$ cat src/rtl/h264rtp_pkg.sv
// ----------------------------------------------------------------------------
// h264rtp_pkg - shared constants for the rtp h.264 payload converter
// nal type codes, start code bytes, packet and field widths
// ----------------------------------------------------------------------------
package h264rtp_pkg;

  localparam int MAX_PACKET_BYTES = 4096;

  localparam int BYTE_W  = 8;
  localparam int REM_W   = 13;
  localparam int UNIT_W  = 16;
  localparam int CNT_W   = 3;
  localparam int IN_TDATA_W = 24;

  // nal unit type codes
  localparam logic [4:0] NAL_TYPE_SINGLE_MIN = 5'd1;
  localparam logic [4:0] NAL_TYPE_SINGLE_MAX = 5'd23;
  localparam logic [4:0] NAL_TYPE_STAP_A     = 5'd24;
  localparam logic [4:0] NAL_TYPE_FU_A       = 5'd28;
  localparam logic [4:0] NAL_TYPE_FU_B       = 5'd29;

  localparam logic [7:0] NAL_TYPE_MASK  = 8'h1f;
  localparam logic [7:0] FU_START_MASK  = 8'h80;
  localparam logic [7:0] NRI_MASK       = 8'he0;

  // start code 00 00 00 01, last byte carries the one
  localparam logic [7:0] SC_ZERO_BYTE = 8'h00;
  localparam logic [7:0] SC_LAST_BYTE = 8'h01;
  localparam int         SC_LEN       = 4;

  // beats in a burst: start code only, start code plus a header, single byte
  localparam logic [CNT_W-1:0] BURST_SC       = 3'd4;
  localparam logic [CNT_W-1:0] BURST_SC_BYTE  = 3'd5;
  localparam logic [CNT_W-1:0] BURST_ONE_BYTE = 3'd1;

endpackage

$ cat src/rtl/h264_rtp_payload_to_annexb.sv
// ----------------------------------------------------------------------------
// h264_rtp_payload_to_annexb - rtp h.264 payload to annex b byte stream
// path: an accepted input beat is held in the burst register, then in the
//   output register
// throughput: 1 input beat per cycle for pass-through bytes while out_tready holds;
//   a beat that opens a nal expands into a start code burst, with or without a header byte
// reset: rst_n synchronous, active low; parser returns to idle, no burst
//   pending, output register empty
// ----------------------------------------------------------------------------
module h264_rtp_payload_to_annexb
  import h264rtp_pkg::*;
(
  input  logic                  clk,
  input  logic                  rst_n,
  // input channel
  input  logic                  in_tvalid,
  output logic                  in_tready,
  input  logic [IN_TDATA_W-1:0] in_tdata,   // [7:0] data_byte, [20:8] bytes_remaining
  input  logic                  in_tuser,   // [0] first_of_packet
  // result channel
  output logic                  out_tvalid,
  input  logic                  out_tready,
  output logic [BYTE_W-1:0]     out_tdata,  // [7:0] out_byte
  output logic                  out_tuser,  // [0] nal_start
  output logic                  out_tlast   // last beat caused by one input beat
);

  typedef enum logic [2:0] {
    MODE_IDLE    = 3'd0,
    MODE_SINGLE  = 3'd1,
    MODE_STAP    = 3'd2,
    MODE_FU_HDR  = 3'd3,
    MODE_FU_DATA = 3'd4,
    MODE_DROP    = 3'd5
  } mode_t;

  typedef enum logic [1:0] {
    STAP_SIZE_HI = 2'd0,
    STAP_SIZE_LO = 2'd1,
    STAP_DATA    = 2'd2
  } stap_phase_t;

  // parser state
  mode_t             mode_r, mode_nxt;
  stap_phase_t       phase_r, phase_nxt;
  logic [UNIT_W-1:0] unit_left_r, unit_left_nxt;
  logic [BYTE_W-1:0] size_hi_r, size_hi_nxt;
  logic [2:0]        fu_top_r, fu_top_nxt;

  // burst register: one input beat's worth of output beats
  logic              burst_v_r;
  logic [CNT_W-1:0]  burst_cnt_r, burst_cnt_nxt;
  logic [CNT_W-1:0]  burst_idx_r;
  logic              burst_sc_r, burst_sc_nxt;
  logic [BYTE_W-1:0] burst_byte_r, burst_byte_nxt;

  // output register
  logic              out_v_r;
  logic [BYTE_W-1:0] out_byte_r;
  logic              out_start_r;
  logic              out_last_r;

  // unpacked input fields
  logic [BYTE_W-1:0] in_byte;
  logic [REM_W-1:0]  in_rem_raw, in_rem;
  logic              in_first;
  logic [4:0]        nal_type;
  logic              accept;

  assign in_byte    = in_tdata[BYTE_W-1:0];
  assign in_rem_raw = in_tdata[BYTE_W +: REM_W];
  assign in_first   = in_tuser;
  // counts above the packet limit are clamped
  assign in_rem     = (in_rem_raw > REM_W'(MAX_PACKET_BYTES)) ?
                      REM_W'(MAX_PACKET_BYTES) : in_rem_raw;
  assign nal_type   = in_byte[4:0] & NAL_TYPE_MASK[4:0];

  // burst stepping toward the output register
  logic burst_move, burst_done, burst_last_beat;
  assign burst_last_beat = (burst_idx_r == burst_cnt_r - CNT_W'(1));
  assign burst_move      = burst_v_r && (!out_v_r || out_tready);
  assign burst_done      = burst_move && burst_last_beat;

  // take a new beat when the burst register is free or frees up this cycle
  assign in_tready = !burst_v_r || burst_done;
  assign accept    = in_tvalid && in_tready;

  // parser next state and burst descriptor for the accepted beat
  always_comb begin
    mode_nxt       = mode_r;
    phase_nxt      = phase_r;
    unit_left_nxt  = unit_left_r;
    size_hi_nxt    = size_hi_r;
    fu_top_nxt     = fu_top_r;
    burst_cnt_nxt  = '0;
    burst_sc_nxt   = 1'b0;
    burst_byte_nxt = in_byte;

    if (in_first) begin
      phase_nxt     = STAP_SIZE_HI;
      unit_left_nxt = '0;
      size_hi_nxt   = '0;
      if (nal_type >= NAL_TYPE_SINGLE_MIN && nal_type <= NAL_TYPE_SINGLE_MAX) begin
        mode_nxt      = MODE_SINGLE;
        burst_cnt_nxt = BURST_SC_BYTE;
        burst_sc_nxt  = 1'b1;
      end else if (nal_type == NAL_TYPE_STAP_A) begin
        mode_nxt = MODE_STAP;
      end else if (nal_type == NAL_TYPE_FU_A || nal_type == NAL_TYPE_FU_B) begin
        if (in_rem < REM_W'(2)) begin
          mode_nxt = MODE_DROP;
        end else begin
          mode_nxt   = MODE_FU_HDR;
          fu_top_nxt = in_byte[7:5];
        end
      end else begin
        mode_nxt = MODE_DROP;
      end
    end else begin
      unique case (mode_r)
        MODE_SINGLE, MODE_FU_DATA: begin
          burst_cnt_nxt = BURST_ONE_BYTE;
        end
        MODE_STAP: begin
          unique case (phase_r)
            STAP_SIZE_HI: begin
              // too few bytes left for another size field
              if (in_rem > REM_W'(2)) begin
                size_hi_nxt = in_byte;
                phase_nxt   = STAP_SIZE_LO;
              end else begin
                mode_nxt = MODE_DROP;
              end
            end
            STAP_SIZE_LO: begin
              unit_left_nxt = {size_hi_r, in_byte};
              burst_cnt_nxt = BURST_SC;
              burst_sc_nxt  = 1'b1;
              // a zero size unit is a bare start code
              phase_nxt     = ({size_hi_r, in_byte} != '0) ? STAP_DATA : STAP_SIZE_HI;
            end
            default: begin
              burst_cnt_nxt = BURST_ONE_BYTE;
              unit_left_nxt = unit_left_r - UNIT_W'(1);
              if (unit_left_r == UNIT_W'(1)) begin
                phase_nxt = STAP_SIZE_HI;
              end
            end
          endcase
        end
        MODE_FU_HDR: begin
          // start bit: rebuild the nal header from indicator and fu header
          if ((in_byte & FU_START_MASK) != '0) begin
            burst_cnt_nxt  = BURST_SC_BYTE;
            burst_sc_nxt   = 1'b1;
            burst_byte_nxt = {fu_top_r, in_byte[4:0]};
          end
          mode_nxt = MODE_FU_DATA;
        end
        default: begin
          // idle stray byte or dropped packet: nothing out
        end
      endcase
    end

    // packet end returns to idle
    if (mode_nxt != MODE_IDLE && in_rem <= REM_W'(1)) begin
      mode_nxt      = MODE_IDLE;
      phase_nxt     = STAP_SIZE_HI;
      unit_left_nxt = '0;
    end
  end

  // current beat of the burst
  logic [BYTE_W-1:0] beat_byte;
  logic              beat_start;
  always_comb begin
    if (burst_sc_r && burst_idx_r < CNT_W'(SC_LEN)) begin
      beat_byte = (burst_idx_r == CNT_W'(SC_LEN - 1)) ? SC_LAST_BYTE : SC_ZERO_BYTE;
    end else begin
      beat_byte = burst_byte_r;
    end
    beat_start = burst_sc_r && (burst_idx_r == '0);
  end

  always_ff @(posedge clk) begin
    if (!rst_n) begin
      mode_r      <= MODE_IDLE;
      phase_r     <= STAP_SIZE_HI;
      unit_left_r <= '0;
      size_hi_r   <= '0;
      fu_top_r    <= '0;
      burst_v_r   <= 1'b0;
      burst_idx_r <= '0;
      out_v_r     <= 1'b0;
    end else begin
      // parser advances on every accepted beat
      if (accept) begin
        mode_r      <= mode_nxt;
        phase_r     <= phase_nxt;
        unit_left_r <= unit_left_nxt;
        size_hi_r   <= size_hi_nxt;
        fu_top_r    <= fu_top_nxt;
      end

      // burst register: load on a beat with results, else step or retire
      if (accept && burst_cnt_nxt != '0) begin
        burst_v_r   <= 1'b1;
        burst_idx_r <= '0;
      end else if (burst_done) begin
        burst_v_r   <= 1'b0;
      end else if (burst_move) begin
        burst_idx_r <= burst_idx_r + CNT_W'(1);
      end

      // output register
      if (!out_v_r || out_tready) begin
        out_v_r <= burst_v_r;
      end
    end
  end

  // payload registers, no reset
  always_ff @(posedge clk) begin
    if (accept && burst_cnt_nxt != '0) begin
      burst_cnt_r  <= burst_cnt_nxt;
      burst_sc_r   <= burst_sc_nxt;
      burst_byte_r <= burst_byte_nxt;
    end
    if (burst_move) begin
      out_byte_r  <= beat_byte;
      out_start_r <= beat_start;
      out_last_r  <= burst_last_beat;
    end
  end

  assign out_tvalid = out_v_r;
  assign out_tdata  = out_byte_r;
  assign out_tuser  = out_start_r;
  assign out_tlast  = out_last_r;

  // ---------------------------------------------------------------------------
  // assertions
  // ---------------------------------------------------------------------------

  // burst index stays inside its beat count
  a_burst_idx: assert property (@(posedge clk) disable iff (!rst_n)
    burst_v_r |-> (burst_idx_r < burst_cnt_r))
    else $error("burst index past its count");

  // a nal start always lands on a zero start code byte
  a_nal_start_byte: assert property (@(posedge clk) disable iff (!rst_n)
    (out_tvalid && out_tuser) |-> (out_tdata == SC_ZERO_BYTE))
    else $error("nal start on a non-zero byte");

  // stap data phase always has bytes owed
  a_stap_data_left: assert property (@(posedge clk) disable iff (!rst_n)
    (mode_r == MODE_STAP && phase_r == STAP_DATA) |-> (unit_left_r != '0))
    else $error("stap data phase with no bytes left");

  // idle parser carries no stap state
  a_idle_clean: assert property (@(posedge clk) disable iff (!rst_n)
    (mode_r == MODE_IDLE) |-> (phase_r == STAP_SIZE_HI && unit_left_r == '0))
    else $error("idle with stale stap state");

  // accepting a beat while a burst is still mid-way is not allowed
  a_no_overrun: assert property (@(posedge clk) disable iff (!rst_n)
    (in_tvalid && in_tready && burst_v_r) |-> burst_done)
    else $error("input accepted over a pending burst");

endmodule
$ cat config.mk
export PLATFORM = sky130hd
export DESIGN_NAME = h264_rtp_payload_to_annexb
export DESIGN_NICKNAME = d
export VERILOG_FILES = /design/src/rtl/h264rtp_pkg.sv /design/src/rtl/h264_rtp_payload_to_annexb.sv
export SDC_FILE = /design/constraint.sdc
export NUM_CORES = 1
export LEC_CHECK = 0
export ABC_AREA = 1
export BUFFER_PORTS_ARGS = -buffer_cell sky130_fd_sc_hd__buf_2
export CORE_MARGIN = 1.5
export CORE_UTILIZATION = 50
export DETAILED_ROUTE_END_ITERATION = 10
export PLACE_DENSITY = 0.7
export SYNTH_ARGS = -nofsm -noshare
export SYNTH_HDL_FRONTEND = slang
export SYNTH_SLANG_ARGS = --single-unit
$ cat constraint.sdc
create_clock -name clk -period 2.49 [get_ports clk]
set_input_delay 0.6225 -clock clk [delete_from_list [all_inputs] [get_ports clk]]
set_output_delay 0.6225 -clock clk [all_outputs]
set_load 0.1 [all_outputs]
# [Yosys cells after proc, flatten, opt, wreduce, memory -nomap -nowiden]
# Index checks and enable logic that the tools add are counted.
[totals] ff_bits=59 latch_bits=0 mem_bits_rw=0 rom_bits=0 inputBits=29 output_inout_bits=12 elab_cells=115 memories=0
[classes] add_sub_neg=3 n_mul=0 n_div=0 n_lt_le_gt_ge=7 eq_ne=13 shifts=0 mux=42 bitwise_logic=5 n_reduce_logical=31
[op_table] op="8-bit 2-to-1 mux" count=8
[op_table] op="16-bit 2-to-1 mux" count=3
[op_table] op="3-bit 2-to-1 mux" count=11
[op_table] op="16-bit one-hot mux with 2 select lines" count=1
[op_table] op="16-bit by 1-bit equality test with 1-bit output (second input constant)" count=1
[op_table] op="16-bit nonzero test" count=1
[op_table] op="16-bit by 1-bit subtractor with 16-bit output (second input constant)" count=1
[op_table] op="5-bit equality test (second input constant)" count=3
[op_table] op="13-bit greater-than comparator (second input constant)" count=1
[op_table] op="13-bit by 2-bit greater-than comparator with 1-bit output (second input constant)" count=1
[op_table] op="13-bit by 1-bit <= comparator with 1-bit output (second input constant)" count=1
[op_table] op="13-bit by 2-bit less-than comparator with 1-bit output (second input constant)" count=1
[op_table] op="13-bit 2-to-1 mux" count=1
[op_table] op="2-bit 2-to-1 mux" count=6
[op_table] op="3-bit one-hot mux with 2 select lines" count=2
[op_table] op="3-bit by 2-bit equality test with 1-bit output (second input constant)" count=3
[op_table] op="3-bit one-hot mux with 3 select lines" count=1
[op_table] op="3-bit nonzero test" count=3
[op_table] op="1-bit logical AND" count=8
[op_table] op="4-bit AND reduction" count=2
[op_table] op="2-bit nonzero test" count=4
[op_table] op="1-bit 2-to-1 mux" count=7
[op_table] op="6-bit AND reduction" count=1
[op_table] op="5-bit by 1-bit greater-or-equal comparator with 1-bit output (second input constant)" count=1
[op_table] op="other kinds (21)" count=29

# [Longest topological paths before layout]
[depth] ltp_word=12 mapped_depth=17 mapped_depth_nobuf=16

# [Worst setup path after synthesis]
# No wires, ideal clock.
[synth_path] path_type="flip-flop to flip-flop" startpoint="reg out_v_r, in the netlist out_tvalid" endpoint="reg burst_byte_r[0], enable pin" setup_ns=0.339 arrival_ns=2.487 required_ns=2.151 slack_ns=-0.336 stages_incl_launch_ff=8 path_buffers=0 synth_period_minus_slack_ns=2.826 path_cell_list="dfxtp_1 > inv_1 > nor2_1 > o21ai_2 > nand2_2 > inv_2 > o21ai_0 > inv_1"
[synth_between] elab_chain_cells=7
[synth_lines] item="from (decl)" line="h264_rtp_payload_to_annexb.sv:58" text="logic out_v_r;"
[synth_lines] item="from (signal assigned)" line="h264_rtp_payload_to_annexb.sv:218" text="out_v_r <= burst_v_r;"
[synth_lines] item="1-bit logical NOT" line="h264_rtp_payload_to_annexb.sv:81" text="assign burst_move = burst_v_r && (!out_v_r || out_tready);"
[synth_lines] item="1-bit logical OR" line="h264_rtp_payload_to_annexb.sv:81"
[synth_lines] item="1-bit logical AND" line="h264_rtp_payload_to_annexb.sv:81"
[synth_lines] item="1-bit logical AND" line="h264_rtp_payload_to_annexb.sv:82" text="assign burst_done = burst_move && burst_last_beat;"
[synth_lines] item="1-bit logical OR" line="h264_rtp_payload_to_annexb.sv:85" text="assign in_tready = !burst_v_r || burst_done;"
[synth_lines] item="via in_tready" line="h264_rtp_payload_to_annexb.sv:17" text="output logic in_tready,"
[synth_lines] item="1-bit logical AND" line="h264_rtp_payload_to_annexb.sv:86" text="assign accept = in_tvalid && in_tready;"
[synth_lines] item="1-bit logical AND" line="h264_rtp_payload_to_annexb.sv:225" text="if (accept && burst_cnt_nxt != '0) begin"
[synth_lines] item="to (signal assigned)" line="h264_rtp_payload_to_annexb.sv:228" text="burst_byte_r <= burst_byte_nxt;"
[synth_lines] item="to (decl)" line="h264_rtp_payload_to_annexb.sv:55" text="logic [BYTE_W-1:0] burst_byte_r, burst_byte_nxt;"
# The timed path passes the listed nets, and every way through them passes these cells.
# A chain may end at the register's enable or synchronous reset.

# [Final worst setup path]
[layout_path] startpoint="reg burst_cnt_r[0]" endpoint="out in_tready"
[layout_between] elab_chain_cells=4
[layout_lines] item="from (decl)" line="h264_rtp_payload_to_annexb.sv:52" text="logic [CNT_W-1:0] burst_cnt_r, burst_cnt_nxt;"
[layout_lines] item="from (signal assigned)" line="h264_rtp_payload_to_annexb.sv:226" text="burst_cnt_r <= burst_cnt_nxt;"
[layout_lines] item="3-bit by 1-bit subtractor with 3-bit output" line="h264_rtp_payload_to_annexb.sv:80" text="assign burst_last_beat = (burst_idx_r == burst_cnt_r - CNT_W'(1));"
[layout_lines] item="3-bit equality test" line="h264_rtp_payload_to_annexb.sv:80"
[layout_lines] item="1-bit logical AND" line="h264_rtp_payload_to_annexb.sv:82"
[layout_lines] item="1-bit logical OR" line="h264_rtp_payload_to_annexb.sv:85"
[layout_lines] item="to (decl)" line="h264_rtp_payload_to_annexb.sv:17"
# No other way between the ends.

==> impl.org <==
** Run status
- Outcome :: complete, no violations

** Place
- The count of buffers added on input and output ports is 37.
- Placement-stage worst setup slack :: approximately 130 ps
- HPWL after detailed placement :: between 5 and 6 mm
- Number of cells in the design after placement :: 575
- Weighted congestion at the end of routability-driven global placement :: 0.953

** Global routing
- First-pass GRT wire length :: 13.4 mm
- Global routing used around a quarter of the available tracks.
- Largest net degree at the start of global routing :: 26
- The via count of the first global-routing pass came to around 2,900.
- Number of antenna violations at the first check in global routing :: 0
- Leftover overflow at the end of global routing :: 0

** Drt
- Detailed-route via count :: between 3,000 and 4,000
- In the routed layout, each cell is associated on average with a via count of 5.30.
- First DRT Iteration DRCs :: 238
- The detail route stage leaves a number of antenna-violating nets equal to 0.
- Wirelength, routed :: 7.86 mm
- Number of search-and-repair iterations in the first detailed-routing pass :: 5
- Detail-routed net length per standard cell :: 13.3 µm
- Detailed-route DRC error count :: 0

** Worst hold path
- Class of the worst hold path :: reg -> reg

** Setup path
- Critical path startpoint category :: flop
- Biggest fanout along the worst timing path :: 3
- Chain of cells forming the critical path :: xnor2_1 > or2_1 > nand3_1 > o21ai_4 > buf_12
- At the worst endpoint, the arrival time is 1680 ps.
- Critical Path Sink Type :: output port
- The worst setup path is of the reg -> out kind.
- Slowest stage cell on the critical path :: edfxtp_1
- Together, buffers and inverters on the worst path number 1.
- The kind of cell with the highest combined delay along the critical path is flip-flops.
- CP Data Required Time :: 1870 ps
- For this run, the slowest stage of the critical path takes approximately 430 ps.

** Logic synthesis
- Post-Synthesis Mean Instance Area :: a little over 7 µm²
- Syn_nets :: 493
- After synthesis, the share of flip-flops with an asynchronous set or reset is 0%.
- Distinct cell type count of the synthesized netlist :: 39
- For this run, the number of Yosys warnings is 0.
- Summing the sequential cell areas from Yosys gives 42.1% of the chip area.
- In this run, synthesis inferred 21 flip-flops with an integrated enable.
- Counting flops and latches in the post-synthesis netlist gives 58.
- Predominant post-synthesis flop cell :: dfxtp_1
- After technology mapping, the gate count stands at 459.
- Summing every instance area after synthesis gives approximately 3300 µm².

** Floorplanning
- Effective utilization at floorplan :: 51.6%
- Row generation in the floorplan step produced 29 rows.
- Chip Width :: around 84 µm
- Area of the core region :: 6310 µm²
- Top-level port count :: 41
- Die height :: between 80 and 90 µm
- The floorplan step defined a die boundary enclosing 7010 µm².

** Layout
- From synthesis to final layout, the design area changed by 16.6%.
- Diodes inserted :: 0
- In the final layout, the share of cells above drive strength 1 is 16.9%.
- Counting the fill cells in the layout gives 621.
- The multi-input combinational cells in the finished layout cover a total of 1610 µm².
- In the final layout, flip-flops and latches occupy around 1400 µm².
- Measured on the finished design, the core utilization comes to 60.2%.
- The final layout contains 543 nets.
- Number of cells in the finished layout apart from fillers :: between 500 and 600

** Timing
- Summed negative setup slack over all endpoints :: 0 ps
- On the final layout, the worst clock skew is 7.30 ps.
- Setup violations remaining at the end of the flow were counted as 0.
- Across all hold checks on the routed design, the worst slack comes to 457 ps.
- The total count of max-transition violations in the final report was 0.
- Maximum clock frequency :: 434 MHz
- The final hold violation count is 0.
- The worst path in the final design needs a cycle of approximately 2300 ps, including I/O delays and setup.
- Headroom to the max-slew limit came out at 68.1%.
- Final worst path period share :: 92.5%
- For the pin with the worst max-slew slack, the measured transition is between 400 and 500 ps.
- Unrepaired setup endpoints after global routing :: false
- After layout, the worst setup slack is 187 ps.

** Clock tree
- After clock tree synthesis, the clock-pin slew on the worst setup and hold paths is roughly 60 ps.
- In this run the deepest clock path goes through 2 buffers.
- The cell sitting at the root of the clock tree is a clkbuf_8.
- H-tree Lvls :: 3
- Latest clock arrival within the worst-skew pair :: 340 ps
- Sink Count :: 58
- Number of buffers added by the clock tree synthesis step :: 9
- TritonCTS clock tree :: yes

** Power
- Dividing total power by cell area gives a power density of about 690 nW/µm².
- The worst-case IR drop observed on VDD is approximately 440 µV.
- The analysis attributes to cell leakage a power of ~1.7 nW.

** Job
- Maxcap violations :: 0
## where the power goes
part	total, mW	switching, mW	internal, mW
Combinational	0.707	0.482	0.225
Sequential	1.12	0.0545	1.07
Clock	0.791	0.383	0.408
## kinds of logic after synthesis
| group | count (synthesis) | synth area share (%) |
|---|---|---|
| compound gates | 78 | 13.8 |
| xor+xnor | 5 | 1.34 |
| fa+ha+maj | 5 | 1.92 |
| buf+inv | 72 | 8.98 |
| flops | 58 | 42.1 |
| simple gates | 241 | 31.9 |
## synth_stat cells (2+ instances only)
library cell / instances / share of area, %
nand2_1: 90 / 10
nor2_1: 88 / 10
inv_1: 55 / 6.3
dfxtp_1: 37 / 23
nand3_1: 31 / 4.8
o21ai_0: 30 / 4.6
a21oi_1: 26 / 4.0
edfxtp_1: 21 / 19
a211oi_1: 6 / 1.4
clkbuf_1: 6 / 0.69
nor3_1: 6 / 0.92
nor4_1: 6 / 1.2
ha_1: 5 / 1.9
nand4_1: 5 / 0.96
nand2_2: 4 / 0.77
o21ai_1: 4 / 0.61
xnor2_1: 4 / 1.1
buf_2: 3 / 0.46
inv_2: 3 / 0.35
nor2_2: 3 / 0.58
o211ai_1: 3 / 0.69
a31oi_1: 2 / 0.38
buf_6: 2 / 0.69
nand2_4: 2 / 0.69
nor3_2: 2 / 0.61
o22ai_1: 2 / 0.38
## state kept, by name, indices dropped and copies added, names as in the netlist
register      flops
burst_byte_r      8
burst_cnt_r       2
burst_idx_r       3
burst_sc_r        1
burst_v_r         1
fu_top_r          3
mode_r            3
out_tdata         8
out_tlast         1
out_tuser         1
out_tvalid        1
phase_r           2
size_hi_r         8
unit_left_r      16
## stage by stage
stage	cell area (µm²)	total power [mW]
after CTS	3800	2.62
after detailed placement	3620	1.84
after floorplan	3270	1.67
after global placement	3620	1.83
after global routing	3800	2.77
final	3800	2.62
## cell type report
cell class	instances	area share (%)
clock buffers	11	3.98
repair buffers	52	8.56
inverters	59	5.83
flip-flops and latches	58	36.1
well taps	77	2.54
clock inverters	5	0.757
multi-input cells	329	42.2
## worst reg2reg max path: stages (launching register included)
cell and delay (ps):
edfxtp_1 430, xnor2_1 200, or2_1 120, nand3_1 140
o21ai_4 250, nand2_2 120, inv_2 210, o21ai_0 220
inv_2 230
## worst paths after layout
| path | startpoint | endpoint | slack (ps) | cells after the start |
|---|---|---|---|---|
| worst max-delay path | burst_cnt_r[0]$_DFFE_PP_ | in_tready | 190 | 5 |
| worst min-delay path | fu_top_r[0]$_SDFFE_PN0P_ | fu_top_r[0]$_SDFFE_PN0P_ | 460 | 2 |
| worst max register to register | burst_cnt_r[0]$_DFFE_PP_ | burst_byte_r[1]$_DFFE_PP_ | 260 | 8 |
| worst min register to register | fu_top_r[0]$_SDFFE_PN0P_ | fu_top_r[0]$_SDFFE_PN0P_ | 460 | 2 |
## routing by layer
layer / part of all wire [%] / track usage (%)
met5: 0 / 0
met4: 1.8 / 8.05
met3: 6.3 / 4.55
met2: 46 / 39.2
met1: 45 / 32.7
## timing repair
action	in CTS	in global routing
endpoints found under the setup margin	0	3
gates resized for setup	0	1
setup buffers	0	0
hold buffers	0	0
## placed cells by master (no fill, tap or decap), types with 2 or more instances in the layout
master,count
nand2_1,89
nor2_1,88
inv_1,54
dfxtp_1,37
buf_2,36
nand3_1,31
o21ai_0,30
a21oi_1,26
edfxtp_1,21
buf_4,14
clkbuf_8,11
a211oi_1,6
nor3_1,6
nor4_1,6
nand2_2,5
nand4_1,5
ha_1,5
inv_2,4
xnor2_1,4
o21ai_1,4
nor2_2,3
o211ai_1,3
nor3_2,2
a31oi_1,2
clkinv_1,2
nand2_4,2
o22ai_1,2
clkinvlp_4,2
clkinv_2,2
buf_12,2
No activity file was read; power rests on OpenSTA's default activity.
